## src/polynomial_trajectory_generator_macros.svh

```systemverilog
// ---------------------------------------------------------------------------
// polynomial trajectory generator assertion macros
// shared property forms for the trajectory generator checks
// ---------------------------------------------------------------------------
`ifndef POLYNOMIAL_TRAJECTORY_GENERATOR_MACROS_SVH
`define POLYNOMIAL_TRAJECTORY_GENERATOR_MACROS_SVH

// same-cycle implication
`define PTG_ASSERT_NOW(label, clk, rst_n, ante, cons, msg) \
	label: assert property (@(posedge clk) disable iff (!rst_n) (ante) |-> (cons)) \
		else $error(msg);

// next-cycle implication
`define PTG_ASSERT_NEXT(label, clk, rst_n, ante, cons, msg) \
	label: assert property (@(posedge clk) disable iff (!rst_n) (ante) |=> (cons)) \
		else $error(msg);

`endif

```

## src/ptg_mulsh.sv

```systemverilog
// ---------------------------------------------------------------------------
// ptg_mulsh
// three-stage signed by unsigned scaled multiply, round half away from zero
// result is magnitude and sign of round(x * m / 2^SH)
// ---------------------------------------------------------------------------
`timescale 1ns / 1ps

module ptg_mulsh #(
	parameter int XW = 40,
	parameter int MW = 24,
	parameter int SH = 16
) (
	input  logic                 clk,
	input  logic                 en,
	input  logic signed [XW-1:0] x,
	input  logic [MW-1:0]        m,
	output logic [XW+MW-SH:0]    mag,
	output logic                 neg
);

	localparam int LO    = (XW + 1) / 2;
	localparam int HI    = XW - LO;
	localparam int SUM_W = XW + MW + 1;

	logic [XW-1:0]      mag_s1;
	logic [MW-1:0]      m_s1;
	logic               neg_s1;
	logic [HI+MW-1:0]   ph_s2;
	logic [LO+MW-1:0]   pl_s2;
	logic               neg_s2;
	logic [XW+MW-SH:0]  mag_s3;
	logic               neg_s3;
	logic [SUM_W-1:0]   full;

	assign full = (SUM_W'(ph_s2) << LO) + SUM_W'(pl_s2) + (SUM_W'(1) << (SH - 1));

	always_ff @(posedge clk) begin
		if (en) begin
			neg_s1 <= x[XW-1];
			mag_s1 <= x[XW-1] ? XW'(-x) : XW'(x);
			m_s1   <= m;
			ph_s2  <= mag_s1[XW-1:LO] * m_s1;
			pl_s2  <= mag_s1[LO-1:0] * m_s1;
			neg_s2 <= neg_s1;
			mag_s3 <= full[SUM_W-1:SH];
			neg_s3 <= neg_s2;
		end
	end

	assign mag = mag_s3;
	assign neg = neg_s3;

endmodule

```

## config.mk

```make
export PLATFORM = sky130hd
export DESIGN_NAME = ptg_mulsh
export DESIGN_NICKNAME = d
export VERILOG_FILES = /design/src/polynomial_trajectory_generator_macros.svh /design/src/ptg_mulsh.sv
export SDC_FILE = /design/constraint.sdc
export NUM_CORES = 2
export LEC_CHECK = 0
export BUFFER_PORTS_ARGS = -buffer_cell sky130_fd_sc_hd__buf_2
export CAP_MARGIN = 30
export CORE_MARGIN = 3
export CORE_UTILIZATION = 55
export CTS_CLUSTER_SIZE = 14
export DETAILED_ROUTE_END_ITERATION = 8
export HOLD_SLACK_MARGIN = 0.15
export PLACE_DENSITY = 0.83
export RECOVER_POWER = 25
export SYNTH_ARGS = -nofsm -noshare
export SYNTH_HDL_FRONTEND = slang
export SYNTH_SLANG_ARGS = --single-unit
```

## constraint.sdc

```tcl
create_clock -name clk -period 17.3 [get_ports clk]
set_input_delay 5.19 -clock clk [delete_from_list [all_inputs] [get_ports clk]]
set_output_delay 5.19 -clock clk [all_outputs]
set_load 0.005 [all_outputs]
```

==> run_results.csv <==
group,metric,value,unit
outcome,violations,"max-capacitance violations, max-slew violations",
timing,setup_tns,0,ns
floorplan,std_cell_rows,97,
synth,synthCells,4088,
place,routabilityCongestion,0.915,
setup_path,critPathKind,"flop to flop",
place,hpwl,70800,um
setup_path,cp.arrival,9.49,ns
global_routing,grt-ovfl-total,0,
clocking,path_clk_slew,0.09,ns
timing,slew-limit-headroom,-112,%
detailed_routing,post-route-drc-count,0,
timing,rsz0062_at_grt,"false",
synth,ys.flop_type,"edfxtp_1",
detailed_routing,drt_iter0_markers,2133,
synth,syn-num-nets,5269,
timing,fin_skew,0.0301,ns
setup_path,end_kind,"flop",
detailed_routing,avgRoutedWirePerCell,18.9,um
clocking,clkSinkCount,189,
flow_run,drv_cap,2,
clocking,cts_tree,"built",
outcome,status,"complete, but fails checks",
floorplan,initial_utilization,55.8,%
timing,hold_violations,0,
detailed_routing,routed_via_density,5.65,
clocking,insertion_delay,0.53,ns
clocking,ctsLongestPathBuffers,2,
layout,seqCellArea,5680,um^2
layout,multiInputGateArea,29600,um^2
clocking,cts_buffers,17,
synth,synthArstFlopShare,0,%
synth,ys_seq_elements,189,
synth,avgSynthCellArea,9.61,um^2
clocking,postCtsHoldBufs,0,
detailed_routing,dr.pass1.iters,5,
setup_path,critPathLaunchType,"flop",
floorplan,floorplan.die_area,74700,um^2
detailed_routing,vias,28300,
detailed_routing,routed_wl,94700,um
floorplan,coreArea,70400,um^2
detailed_routing,antenna_left,0,
floorplan,die_y,273,um
synth,synth_edf_count,189,
global_routing,grt_max_degree,68,
layout,nNetsFinal,5241,
setup_path,crit_required,17.57,ns
synth,ys_seq_area_share,14.4,%
layout,drive_gt1_share,4.89,%
floorplan,io_pins,116,
setup_path,crit_top_cell,"fa_1",
global_routing,grt_first_pass_wirelength,156000,um
floorplan,die_w,273,um
global_routing,grt_pass1_vias,30100,
timing,fmax,0.108,GHz
timing,worst_slew_pin_slew,3.19,ns
global_routing,grt_use_total,26.6,%
synth,syn_area,39300,um^2
synth,yosysUniqueCellTypes,62,
clocking,cts_resized,0,
timing,slew_viol_final,100,
layout,area_growth_syn_to_layout,5.00,%
timing,setup_viol,0,
place,port_buffers,115,
layout,fillCellCount,5773,
clocking,htree_levels,4,
synth,yosysWarnings,0,
global_routing,grt_antenna_before_repair,7,
timing,period_share,53.3,%
clocking,postCtsSetupRepairBufs,0,
timing,min_period,9.22,ns
worst_hold_path,hold_class,"flop to flop",
setup_path,crit_path_cell_trace,"clkbuf_1, nand2_1, fa_1, fa_1, inv_1, fa_1, fa_1, fa_1, fa_1, inv_1, fa_1, inv_1, ha_1, nand4_1, or3_1, o311ai_0, o21ai_0, o21ai_0, a221oi_1, xnor2_1",
setup_path,crit_fanout,40,
setup_path,slowest_delay,1.64,ns
clocking,clock-root-buffer,"clkbuf_16",
setup_path,crit_slowest_cell,"clkbuf_1",
==> worst max-delay path, delay by kind of cell, from the launching register on <==
family	cells	cell delay [ns]
xor+xnor	1	0.14
buf+inv	4	1.78
flops	1	0.33
simple gates	3	0.82
fa+ha+maj	8	3.84
compound gates	4	2.01
==> state kept, by name (all words and copies together), names as in the netlist <==
register  flops
mag          49
neg_s1        1
neg           1
m_s1         24
pl_s2        29
mag_s1       40
neg_s2        1
ph_s2        44
==> metal layers <==
layer,global-route usage [%],wire length (um),vias to the layer above,share of wire [%]
li1,-,-,12300,-
met1,35.3,37600,14400,40
met2,42.8,44600,1332,47
met3,5.78,8840,249,9.3
met4,10.7,3620,2,3.8
met5,0,7,-,0.0074
==> synth_stat cells (30+ instances only) <==
master | n | share of area (%)
inv_1 | 860 | 8.2
fa_1 | 783 | 40
nand2_1 | 522 | 5.0
and2_1 | 518 | 8.3
ha_1 | 332 | 11
clkbuf_1 | 202 | 1.9
edfxtp_1 | 189 | 14
xnor2_1 | 114 | 2.5
a21oi_1 | 99 | 1.3
o21ai_0 | 67 | 0.85
nor2_1 | 57 | 0.54
a21o_1 | 55 | 1.1
xor2_1 | 42 | 0.94
nand4_1 | 30 | 0.48
==> layout make-up <==
type                    count  area share, %
inverters                 860           7.83
clock inverters            15          0.528
multi-input cells        2833           71.8
repair buffers            159           2.20
clock buffers              17           1.03
flip-flops and latches    189           13.8
well taps                 940           2.85
diodes                      6         0.0364
==> stage by stage <==
step	cells	utilization (%)	cell area, um^2	setup WS [ns]	hold slack [ns]
2_1_floorplan	4088	-	39300	9.44	0.400
3_3_place_gp	4979	57.6	40600	9.09	0.404
3_5_place_dp	4979	57.6	40600	9.07	0.406
4_1_cts	5011	58.6	41200	9.12	0.426
5_1_grt	5017	58.6	41200	7.94	0.429
6_report	5019	58.6	41200	8.08	0.425
==> kinds of logic after synthesis <==
logic type / synth area share [%]
adder cells (fa/ha/maj): 50.5
buffers and inverters: 10.2
XOR/XNOR: 3.48
AND/OR/NAND/NOR: 15.9
AO/OA/AOI/OAI: 5.46
flip-flops: 14.4
==> layout by cell type (no fill, tap or decap), types with 13 or more instances in the layout <==
cell and count:
clkbuf_16 17, buf_2 110, o21bai_1 17, nand2_1 522
o31ai_1 14, buf_4 40, o21a_1 15, a21oi_1 99
inv_1 860, and2_1 514, ha_1 332, nor2b_1 13
nor2_1 57, xnor2_1 114, fa_1 783, and3_1 15
o21ai_0 69, xor2_1 42, or3_1 19, a21o_1 55
edfxtp_1 189, nand4_1 30, nand3_1 15
==> worst paths after layout <==
| path | start | end | slack [ns] | cells past startpoint |
|---|---|---|---|---|
| max reg2reg | m_s1[1] | ph_s2[42] | 8.08 | 20 |
| min reg2reg | neg_s1 | neg_s2 | 0.42 | 0 |
| min | neg_s1 | neg_s2 | 0.42 | 0 |
| max | m_s1[1] | ph_s2[42] | 8.08 | 20 |
Power is left out: the tool's default activity adds up to more than one toggle a clock period on the data nets, which glitch-free logic cannot reach.
